--- src/dlsq_pkg.sv ---
// Package for the delta-list sleep queue: types, codes and defaults.
package dlsq_pkg;

  localparam int SLOTS_DEF          = 16;
  localparam int THREAD_ID_BITS_DEF = 8;
  localparam int DELAY_BITS_DEF     = 32;
  localparam int MAX_RESULTS        = 16;

  localparam int IN_ID_W   = 8;
  localparam int IN_TIME_W = 32;
  localparam int OUT_ID_W  = 8;

  typedef enum logic [1:0] {
    KIND_ACCEPTED = 2'd0,
    KIND_FULL     = 2'd1,
    KIND_RELEASED = 2'd2
  } kind_t;

  typedef enum logic [3:0] {
    ST_IDLE,
    ST_SCAN,
    ST_SHIFT,
    ST_FIX,
    ST_PLACE,
    ST_FULL,
    ST_TICK_HEAD,
    ST_REL
  } state_t;

  typedef struct packed {
    logic                valid;
    kind_t               kind;
    logic [OUT_ID_W-1:0] tid;
    logic                last;
  } emit_t;

endpackage

--- src/dlsq_mem.sv ---
// Entry memory: one write port, one read port with registered read data.
module dlsq_mem #(
  parameter int DEPTH  = 16,
  parameter int WIDTH  = 40,
  parameter int ADDR_W = 4
) (
  input  logic              clk,
  input  logic              we,
  input  logic [ADDR_W-1:0] waddr,
  input  logic [WIDTH-1:0]  wdata,
  input  logic              re,
  input  logic [ADDR_W-1:0] raddr,
  output logic [WIDTH-1:0]  rdata
);

  logic [WIDTH-1:0] mem [DEPTH];

  always_ff @(posedge clk) begin
    if (we) begin
      mem[waddr] <= wdata;
    end
  end

  always_ff @(posedge clk) begin
    if (re) begin
      rdata <= mem[raddr];
    end
  end

endmodule

--- src/dlsq_ctrl.sv ---
// Sequencer: sorted insert with shift, head tick and release walk over the entry memory.
module dlsq_ctrl
  import dlsq_pkg::*;
#(
  parameter int SLOTS          = SLOTS_DEF,
  parameter int THREAD_ID_BITS = THREAD_ID_BITS_DEF,
  parameter int DELAY_BITS     = DELAY_BITS_DEF,
  parameter int IDX_W          = $clog2(SLOTS),
  parameter int WORD_W         = THREAD_ID_BITS + DELAY_BITS
) (
  input  logic                 clk,
  input  logic                 rst_n,
  input  logic                 in_valid,
  output logic                 in_ready,
  input  logic                 in_mode,
  input  logic [IN_ID_W-1:0]   in_tid,
  input  logic [IN_TIME_W-1:0] in_time,
  output emit_t                emit,
  input  logic                 emit_taken,
  output logic                 mem_re,
  output logic [IDX_W-1:0]     mem_raddr,
  input  logic [WORD_W-1:0]    mem_rdata,
  output logic                 mem_we,
  output logic [IDX_W-1:0]     mem_waddr,
  output logic [WORD_W-1:0]    mem_wdata
);

  localparam int CNT_W     = $clog2(SLOTS + 1);
  localparam int ID_EXT_W  = (THREAD_ID_BITS > OUT_ID_W) ? THREAD_ID_BITS : OUT_ID_W;
  localparam int DLY_EXT_W = (DELAY_BITS > IN_TIME_W) ? DELAY_BITS : IN_TIME_W;

  function automatic logic [IDX_W-1:0] phys(input logic [IDX_W-1:0] head,
                                            input logic [CNT_W-1:0] l);
    logic [CNT_W:0] s;
    s = (CNT_W+1)'(head) + (CNT_W+1)'(l);
    if (s >= (CNT_W+1)'(SLOTS)) begin
      s = s - (CNT_W+1)'(SLOTS);
    end
    return s[IDX_W-1:0];
  endfunction

  state_t                    state_r, state_nxt;
  logic [IDX_W-1:0]          head_r, head_nxt;
  logic [CNT_W-1:0]          count_r, count_nxt;
  logic [CNT_W-1:0]          pos_r, pos_nxt;
  logic [DELAY_BITS-1:0]     rest_r, rest_nxt;
  logic [THREAD_ID_BITS-1:0] new_id_r, new_id_nxt;
  logic [WORD_W-1:0]         succ_r, succ_nxt;
  logic [CNT_W-1:0]          sh_r, sh_nxt;
  logic                      pend_r, pend_nxt;
  logic [CNT_W-1:0]          pend_dst_r, pend_dst_nxt;
  logic [THREAD_ID_BITS-1:0] cur_id_r, cur_id_nxt;
  logic [CNT_W-1:0]          rel_n_r, rel_n_nxt;

  logic                      accept;
  logic                      full;
  logic [DLY_EXT_W-1:0]      time_ext;
  logic [DELAY_BITS-1:0]     time_in;
  logic [ID_EXT_W-1:0]       id_in_ext;
  logic [ID_EXT_W-1:0]       cur_id_ext;
  logic [THREAD_ID_BITS-1:0] rd_id;
  logic [DELAY_BITS-1:0]     rd_delta;
  logic [DELAY_BITS-1:0]     head_dec;
  logic                      scan_le;
  logic [CNT_W:0]            pos1, rel1, rel2, cnt_w1;
  logic                      next_rel;

  assign accept     = in_valid && in_ready;
  assign full       = (count_r == CNT_W'(SLOTS));
  assign time_ext   = DLY_EXT_W'(in_time);
  assign time_in    = time_ext[DELAY_BITS-1:0];
  assign id_in_ext  = ID_EXT_W'(in_tid);
  assign cur_id_ext = ID_EXT_W'(cur_id_r);
  assign rd_id      = mem_rdata[WORD_W-1:DELAY_BITS];
  assign rd_delta   = mem_rdata[DELAY_BITS-1:0];
  assign head_dec   = (rd_delta == '0) ? '0 : rd_delta - DELAY_BITS'(1);
  assign scan_le    = (rd_delta <= rest_r);
  assign pos1       = (CNT_W+1)'(pos_r) + (CNT_W+1)'(1);
  assign rel1       = (CNT_W+1)'(rel_n_r) + (CNT_W+1)'(1);
  assign rel2       = (CNT_W+1)'(rel_n_r) + (CNT_W+1)'(2);
  assign cnt_w1     = (CNT_W+1)'(count_r);
  assign next_rel   = (rel1 < cnt_w1) && (32'(rel1) < 32'(MAX_RESULTS)) && (rd_delta == '0);

  // next state
  always_comb begin
    state_nxt = state_r;
    case (state_r)
      ST_IDLE: begin
        if (accept) begin
          if (in_mode) begin
            state_nxt = (count_r == '0) ? ST_IDLE : ST_TICK_HEAD;
          end else if (full) begin
            state_nxt = ST_FULL;
          end else if (count_r == '0) begin
            state_nxt = ST_PLACE;
          end else begin
            state_nxt = ST_SCAN;
          end
        end
      end
      ST_SCAN: begin
        if (!scan_le) begin
          state_nxt = ST_SHIFT;
        end else if (pos1 == cnt_w1) begin
          state_nxt = ST_PLACE;
        end
      end
      ST_SHIFT: begin
        if ((CNT_W+1)'(sh_r) <= pos1) begin
          state_nxt = ST_FIX;
        end
      end
      ST_FIX: state_nxt = ST_PLACE;
      ST_PLACE: begin
        if (emit_taken) begin
          state_nxt = ST_IDLE;
        end
      end
      ST_FULL: begin
        if (emit_taken) begin
          state_nxt = ST_IDLE;
        end
      end
      ST_TICK_HEAD: state_nxt = (head_dec != '0) ? ST_IDLE : ST_REL;
      ST_REL: begin
        if (emit_taken && !next_rel) begin
          state_nxt = ST_IDLE;
        end
      end
      default: state_nxt = ST_IDLE;
    endcase
  end

  // outputs
  always_comb begin
    in_ready  = (state_r == ST_IDLE);
    emit      = '{valid: 1'b0, kind: KIND_ACCEPTED, tid: '0, last: 1'b1};
    mem_re    = 1'b0;
    mem_raddr = head_r;
    mem_we    = 1'b0;
    mem_waddr = head_r;
    mem_wdata = succ_r;
    case (state_r)
      ST_IDLE: begin
        mem_re = accept && !(in_mode == 1'b0 && full) && (count_r != '0);
      end
      ST_SCAN: begin
        mem_re    = scan_le && (pos1 != cnt_w1);
        mem_raddr = phys(head_r, pos1[CNT_W-1:0]);
      end
      ST_SHIFT: begin
        mem_we    = pend_r;
        mem_waddr = phys(head_r, pend_dst_r);
        mem_wdata = mem_rdata;
        mem_re    = ((CNT_W+1)'(sh_r) > pos1);
        mem_raddr = phys(head_r, sh_r - CNT_W'(1));
      end
      ST_FIX: begin
        mem_we    = 1'b1;
        mem_waddr = phys(head_r, pos1[CNT_W-1:0]);
        mem_wdata = succ_r;
      end
      ST_PLACE: begin
        emit.valid = 1'b1;
        emit.kind  = KIND_ACCEPTED;
        mem_we     = emit_taken;
        mem_waddr  = phys(head_r, pos_r);
        mem_wdata  = {new_id_r, rest_r};
      end
      ST_FULL: begin
        emit.valid = 1'b1;
        emit.kind  = KIND_FULL;
      end
      ST_TICK_HEAD: begin
        mem_we    = (head_dec != '0);
        mem_waddr = head_r;
        mem_wdata = {rd_id, head_dec};
        mem_re    = (count_r > CNT_W'(1)) && (head_dec == '0);
        mem_raddr = phys(head_r, CNT_W'(1));
      end
      ST_REL: begin
        emit.valid = 1'b1;
        emit.kind  = KIND_RELEASED;
        emit.tid   = cur_id_ext[OUT_ID_W-1:0];
        emit.last  = !next_rel;
        mem_re     = emit_taken && next_rel && (rel2 < cnt_w1);
        mem_raddr  = phys(head_r, rel2[CNT_W-1:0]);
      end
      default: ;
    endcase
  end

  // datapath
  always_comb begin
    head_nxt     = head_r;
    count_nxt    = count_r;
    pos_nxt      = pos_r;
    rest_nxt     = rest_r;
    new_id_nxt   = new_id_r;
    succ_nxt     = succ_r;
    sh_nxt       = sh_r;
    pend_nxt     = pend_r;
    pend_dst_nxt = pend_dst_r;
    cur_id_nxt   = cur_id_r;
    rel_n_nxt    = rel_n_r;
    case (state_r)
      ST_IDLE: begin
        if (accept) begin
          pos_nxt    = '0;
          new_id_nxt = id_in_ext[THREAD_ID_BITS-1:0];
          rest_nxt   = (time_in == '0) ? DELAY_BITS'(1) : time_in;
        end
      end
      ST_SCAN: begin
        if (scan_le) begin
          rest_nxt = rest_r - rd_delta;
          pos_nxt  = pos1[CNT_W-1:0];
        end else begin
          succ_nxt = {rd_id, rd_delta - rest_r};
          sh_nxt   = count_r;
          pend_nxt = 1'b0;
        end
      end
      ST_SHIFT: begin
        if ((CNT_W+1)'(sh_r) > pos1) begin
          pend_nxt     = 1'b1;
          pend_dst_nxt = sh_r;
          sh_nxt       = sh_r - CNT_W'(1);
        end else begin
          pend_nxt = 1'b0;
        end
      end
      ST_PLACE: begin
        if (emit_taken) begin
          count_nxt = count_r + CNT_W'(1);
        end
      end
      ST_TICK_HEAD: begin
        cur_id_nxt = rd_id;
        rel_n_nxt  = '0;
      end
      ST_REL: begin
        if (emit_taken) begin
          if (next_rel) begin
            cur_id_nxt = rd_id;
            rel_n_nxt  = rel1[CNT_W-1:0];
          end else begin
            head_nxt  = phys(head_r, rel1[CNT_W-1:0]);
            count_nxt = count_r - rel1[CNT_W-1:0];
          end
        end
      end
      default: ;
    endcase
  end

  always_ff @(posedge clk) begin
    if (!rst_n) begin
      state_r <= ST_IDLE;
      head_r  <= '0;
      count_r <= '0;
      pend_r  <= 1'b0;
    end else begin
      state_r <= state_nxt;
      head_r  <= head_nxt;
      count_r <= count_nxt;
      pend_r  <= pend_nxt;
    end
  end

  always_ff @(posedge clk) begin
    pos_r      <= pos_nxt;
    rest_r     <= rest_nxt;
    new_id_r   <= new_id_nxt;
    succ_r     <= succ_nxt;
    sh_r       <= sh_nxt;
    pend_dst_r <= pend_dst_nxt;
    cur_id_r   <= cur_id_nxt;
    rel_n_r    <= rel_n_nxt;
  end

  a_count_bound: assert property (@(posedge clk) disable iff (!rst_n)
    count_r <= CNT_W'(SLOTS))
    else $error("entry count above capacity");

  a_full_keeps_count: assert property (@(posedge clk) disable iff (!rst_n)
    (state_r == ST_FULL && emit_taken) |=> $stable(count_r))
    else $error("rejected sleep changed the entry count");

  a_place_grows: assert property (@(posedge clk) disable iff (!rst_n)
    (state_r == ST_PLACE && emit_taken) |=> (count_r == $past(count_r) + CNT_W'(1)))
    else $error("accepted sleep did not add one entry");

  a_rel_more: assert property (@(posedge clk) disable iff (!rst_n)
    (state_r == ST_REL && emit.valid && !emit.last) |-> (rel1 < cnt_w1))
    else $error("non-final release without a following entry");

  a_scan_no_write: assert property (@(posedge clk) disable iff (!rst_n)
    (state_r == ST_SCAN) |-> !mem_we)
    else $error("memory written during the search");

endmodule

--- src/delta_list_sleep_queue_unit.sv ---
// Sleep timer queue top level: sequencer, entry memory and output register.
// Sleep: a search reads entries from the head to find the position (skipped on an empty
//   queue); entries behind it shift up one slot, their delta is fixed, the new entry is written.
// Tick: none on an empty queue; else decrements the head, then releases zero-delta entries.
// One transaction at a time; results leave through a one-entry output register.
// Reset (rst_n low, synchronous) empties the queue; memory contents are not cleared.
module delta_list_sleep_queue_unit
  import dlsq_pkg::*;
#(
  parameter int SLOTS          = SLOTS_DEF,
  parameter int THREAD_ID_BITS = THREAD_ID_BITS_DEF,
  parameter int DELAY_BITS     = DELAY_BITS_DEF
) (
  input  logic        clk,
  input  logic        rst_n,
  input  logic        in_tvalid,
  output logic        in_tready,
  input  logic [39:0] in_tdata,   // [7:0] thread_id, [39:8] sleep_time
  input  logic [0:0]  in_tuser,   // [0] mode
  output logic        out_tvalid,
  input  logic        out_tready,
  output logic [7:0]  out_tdata,  // [7:0] released_thread
  output logic [1:0]  out_tuser,  // [1:0] kind
  output logic        out_tlast
);

  localparam int IDX_W  = $clog2(SLOTS);
  localparam int WORD_W = THREAD_ID_BITS + DELAY_BITS;

  emit_t               emit;
  logic                emit_taken;
  logic                mem_re, mem_we;
  logic [IDX_W-1:0]    mem_raddr, mem_waddr;
  logic [WORD_W-1:0]   mem_rdata, mem_wdata;

  logic                out_valid_r, out_valid_nxt;
  logic [1:0]          out_kind_r;
  logic [OUT_ID_W-1:0] out_tid_r;
  logic                out_last_r;

  assign emit_taken = emit.valid && (!out_valid_r || out_tready);

  dlsq_ctrl #(
    .SLOTS          (SLOTS),
    .THREAD_ID_BITS (THREAD_ID_BITS),
    .DELAY_BITS     (DELAY_BITS),
    .IDX_W          (IDX_W),
    .WORD_W         (WORD_W)
  ) u_ctrl (
    .clk        (clk),
    .rst_n      (rst_n),
    .in_valid   (in_tvalid),
    .in_ready   (in_tready),
    .in_mode    (in_tuser[0]),
    .in_tid     (in_tdata[7:0]),
    .in_time    (in_tdata[39:8]),
    .emit       (emit),
    .emit_taken (emit_taken),
    .mem_re     (mem_re),
    .mem_raddr  (mem_raddr),
    .mem_rdata  (mem_rdata),
    .mem_we     (mem_we),
    .mem_waddr  (mem_waddr),
    .mem_wdata  (mem_wdata)
  );

  dlsq_mem #(
    .DEPTH  (SLOTS),
    .WIDTH  (WORD_W),
    .ADDR_W (IDX_W)
  ) u_mem (
    .clk   (clk),
    .we    (mem_we),
    .waddr (mem_waddr),
    .wdata (mem_wdata),
    .re    (mem_re),
    .raddr (mem_raddr),
    .rdata (mem_rdata)
  );

  always_comb begin
    out_valid_nxt = out_valid_r;
    if (emit_taken) begin
      out_valid_nxt = 1'b1;
    end else if (out_tready) begin
      out_valid_nxt = 1'b0;
    end
  end

  always_ff @(posedge clk) begin
    if (!rst_n) begin
      out_valid_r <= 1'b0;
    end else begin
      out_valid_r <= out_valid_nxt;
    end
  end

  always_ff @(posedge clk) begin
    if (emit_taken) begin
      out_kind_r <= emit.kind;
      out_tid_r  <= emit.tid;
      out_last_r <= emit.last;
    end
  end

  assign out_tvalid = out_valid_r;
  assign out_tdata  = out_tid_r;
  assign out_tuser  = out_kind_r;
  assign out_tlast  = out_last_r;

endmodule
--- config.mk ---
export PLATFORM = sky130hd
export DESIGN_NAME = delta_list_sleep_queue_unit
export DESIGN_NICKNAME = d
export VERILOG_FILES = /design/src/dlsq_pkg.sv /design/src/dlsq_mem.sv /design/src/dlsq_ctrl.sv /design/src/delta_list_sleep_queue_unit.sv
export SDC_FILE = /design/constraint.sdc
export NUM_CORES = 1
export LEC_CHECK = 0
export BUFFER_PORTS_ARGS = -buffer_cell sky130_fd_sc_hd__buf_2
export CAP_MARGIN = 15
export CORE_UTILIZATION = 45
export DETAILED_ROUTE_END_ITERATION = 10
export GPL_ROUTABILITY_DRIVEN = 0
export GPL_TIMING_DRIVEN = 0
export PLACE_DENSITY = 0.57
export SYNTH_ARGS = -nofsm -noshare
export SYNTH_HDL_FRONTEND = slang
export SYNTH_SLANG_ARGS = --single-unit
export TNS_END_PERCENT = 20
--- constraint.sdc ---
create_clock -name clk -period 16.3 [get_ports clk]
set_clock_uncertainty 0.15 [all_clocks]
set_input_delay 2.445 -clock clk [delete_from_list [all_inputs] [get_ports clk]]
set_output_delay 2.445 -clock clk [all_outputs]
set_load 0.05 [all_outputs]
==> key figures <==
Outcome
  • Status: completed

Setup path
  • Critical-path top delay cell: buf_1
  • Type of origin of the critical path: flop
  • Worst R2R End: u_mem.rdata[16]
  • Worst Path Max Fanout: 10
  • Crit. Startpoint: u_ctrl.state_r[0]
  • Worst stage delay on the critical path: 0.90 ns
  • Worst-path cell chain: clkbuf_1 -> clkbuf_1 -> clkbuf_1 -> a21oi_1 -> a21oi_1 -> fa_1 -> inv_1 -> a31oi_1 -> o21ai_1 -> buf_6 -> clkbuf_1 -> buf_1 -> buf_1 -> mux2i_1 -> o21ai_0 -> a211oi_1 -> a21oi_1
  • Data arrival time of the worst path: ~7.4 ns
  • Worst setup endpoint: u_mem.rdata[16]
  • Worst path bufs/invs: 8
  • Reg2reg setup slack: 9.09 ns
  • Most frequent CP cell: clkbuf_1
  • R2R depth: 17
  • CP Class: flop to flop
  • CP Data Required Time: 16.48 ns
  • Crit Reg-Reg Startpoint: u_ctrl.state_r[0]
  • Crit-path leading delay family: buffers and inverters
  • CP Depth: 17
  • Critical Path End Type: flop

Pwr
  • P_leak: 16.1 nW
  • Worst vdd ir: 0.0995 mV
  • PwrDens: 209 nW/um^2

Clock tree
  • Htree depth: 3
  • Worst skew pair latency: 0.66 ns
  • Hold_buf cts: 0
  • CTS Buffer Depth: 3
  • Num CTS Buffers: 88
  • CTS Sinks: about 810
  • CTS tree: built
  • Post_cts resized: 0
  • CTS root buf: clkbuf_16
  • # Post-CTS Setup Buffers: 0
  • Clock-pin slew on the worst setup and hold paths: roughly 0.06 ns

STA
  • Final min period: 7.21 ns
  • Fin crit share: 44.2%
  • Worst slew pin tran: 1.14 ns
  • Final Hold Viols: 0
  • RSZ-0062 raised after global routing: no
  • Max_slew headroom: 23.7%
  • Fin Setup TNS: 0 ns
  • WHS: 0.349 ns
  • Max Clk Rate: about 140 MHz
  • Setup violators final: 0
  • Slew Viols, Final: 0

Drt
  • Avg WL per Cell: 24.8 um
  • DR vias: ~26,000
  • Routed vias/inst: 5.81
  • DRT antenna net count: 0
  • Final routed DRC violation total: 0
  • DR pass1 iterations: 6
  • WL final: approximately 110,000 um
  • DRT iter0 DRCs: 2,218

Logic synthesis
  • Synth Area in Adders: 3.55%
  • Synth cell types: 80
  • Mux contribution to synthesized area: 9.16%
  • Post-synth EDFFs: 798
  • Cells after synthesis: 2,974
  • Synth Warn #: 0
  • Area fraction of the dominant cell type after synthesis: just over 60%
  • Commonest cells in the netlist: 798 x edfxtp_1, 207 x a21oi_1, 201 x o21ai_0, 200 x nand2_1, 186 x nor2_1
  • #FFs+latches synth: 812
  • Syn avg cell area: 13.0 sq um
  • Cell taking the most area after synthesis: edfxtp_1
  • Main flop type after synthesis: edfxtp_1
  • Synth Area in XOR/XNOR: 2.41%
  • Most common cell in the synthesized netlist: edfxtp_1
  • Syn_nets: 3,124
  • Compound-gate portion of the synthesized area: about an eighth
  • Syn Std Cell Area: 38,500 sq um
  • Post-synth ARST share: 0%
  • Post-Synth Simple-Gate Area: 7.49%
  • Register area share after synthesis: 62.9%
  • Top cells by area, synth: edfxtp_1 62%, mux2_2 4.8%, mux2i_1 4.4%
  • Largest family of logic cells by synthesized area: compound AO/OA/AOI/OAI gates

Cells and area
  • Final non-filler cell total: roughly 4,400
  • Area growth, synth to finish: 15.0%
  • Ratio of cells with drive above 1 in the final layout: approximately 15%
  • Reg area: between 20,000 and 25,000 sq um
  • Multi-input logic area: about 13,000 sq um
  • Fill cells: between 7,000 and 8,000
  • Nets: about 3,400

Min path
  • Type of the most critical hold path: flop to flop

Floorplanning
  • Die footprint: about 87,000 sq um
  • Chip width: 295 um
  • Core area: approximately 84,000 sq um
  • Die Ht: 295 um
  • I/O Pins: 58
  • # rows: 106
  • Initial core utilization: a little under half

Flow run
  • Max Cap Viol: 0

Global route
  • Antenna violations before repair: 1
  • First-pass GRT wire length: 162,000 um
  • Largest net degree at the start of global routing: 33
  • Total grt overflow: 0
  • Number of global-route vias before repair: about 26,000
  • Total GRT Usage: 25.3%

Placement
  • Port bufs: 57
  • Placed cell count: 4,268
  • HPWL after detailed placement: a little over 80,000 um
==> cell usage in the layout (no fill, tap or decap), drive strengths merged, types with 46 or more instances in the layout <==
cell | Yosys | layout
buf | 32 | 193
nand2 | 200 | 200
mux2i | 168 | 168
a21oi | 207 | 207
a211oi | 126 | 126
edfxtp | 798 | 798
nor3 | 56 | 56
xnor2 | 73 | 73
mux2 | 164 | 164
clkinv | 0 | 46
clkbuf | 142 | 250
inv | 103 | 106
ha | 98 | 98
o21ai | 203 | 203
nor2 | 186 | 186
==> cell families after synthesis <==
logic type,after synthesis
flops,812
compound gates,727
simple gates,616
mux,332
buf+inv,277
xor+xnor,105
fa+ha+maj,105
==> metrics by stage <==
stage	setup WS (ns)	utilization, %	area, sq um	power (mW)
final	9.09	52.6	44300	9.25
after global routing	8.79	52.6	44300	9.72
after CTS	9.22	52.6	44300	9.24
after detailed placement	9.26	49.3	41600	7.33
after global placement	6.02	47.8	40200	7.17
after floorplan	9.77	-	38500	5.84
==> worst reg2reg max path: stages, from the launching register on <==
cell and delay (ns):
dfxtp_1 0.32, clkbuf_1 0.35, clkbuf_1 0.43, clkbuf_1 0.59
a21oi_1 0.14, a21oi_1 0.29, fa_1 0.45, inv_1 0.07
a31oi_1 0.09, o21ai_1 0.19, buf_6 0.23, clkbuf_1 0.85
buf_1 0.90, buf_1 0.74, mux2i_1 0.26, o21ai_0 0.10
a211oi_1 0.59, a21oi_1 0.15
==> sequential cells by signal, indices dropped and copies added, names as in the netlist, 8 cells and up <==
name / count
u_mem.rdata: 40
u_ctrl.cur_id_ext: 8
u_ctrl.rest_r: 32
u_mem.mem: 640
u_ctrl.succ_r: 40
out_tdata: 8
u_ctrl.new_id_r: 8
==> power breakdown <==
part	switching [mW]	internal [mW]	total, mW
clock	0.827	1.06	1.89
sequential	0.236	3.02	3.25
combinational	2.73	1.38	4.11
==> layer usage <==
| metal | wire length (um) | track usage [%] | part of all wire [%] | vias up |
|---|---|---|---|---|
| met5 | 0 | 0 | 0 | - |
| li1 | - | - | - | 11800 |
| met3 | 6580 | 3.33 | 6.0 | 225 |
| met2 | 53400 | 43.1 | 48 | 927 |
| met4 | 3780 | 9.11 | 3.4 | 0 |
| met1 | 46300 | 33.1 | 42 | 12800 |
==> worst min-delay path by stage <==
stage | startpoint | endpoint | cells past startpoint
after floorplan | u_mem.rdata[32] | u_ctrl.cur_id_ext[0] | 0
after global placement | u_mem.rdata[33] | u_ctrl.succ_r[33] | 0
after detailed placement | u_mem.rdata[36] | u_ctrl.succ_r[36] | 0
after CTS | u_mem.rdata[36] | u_ctrl.cur_id_ext[4] | 0
after global routing | u_mem.rdata[32] | u_ctrl.cur_id_ext[0] | 0
final | u_mem.rdata[36] | u_ctrl.cur_id_ext[4] | 0
==> cell type report <==
class / instances / area share [%]
flip-flops and latches: 812 / 54.7
clock buffers: 108 / 5.14
well taps: 1134 / 3.20
inverters: 103 / 0.873
repair buffers: 161 / 3.27
diodes: 1 / 0.00565
multi-input cells: 1885 / 30.3
plain buffers: 174 / 1.52
clock inverters: 55 / 0.988
Power figures use the tool's default switching activity.
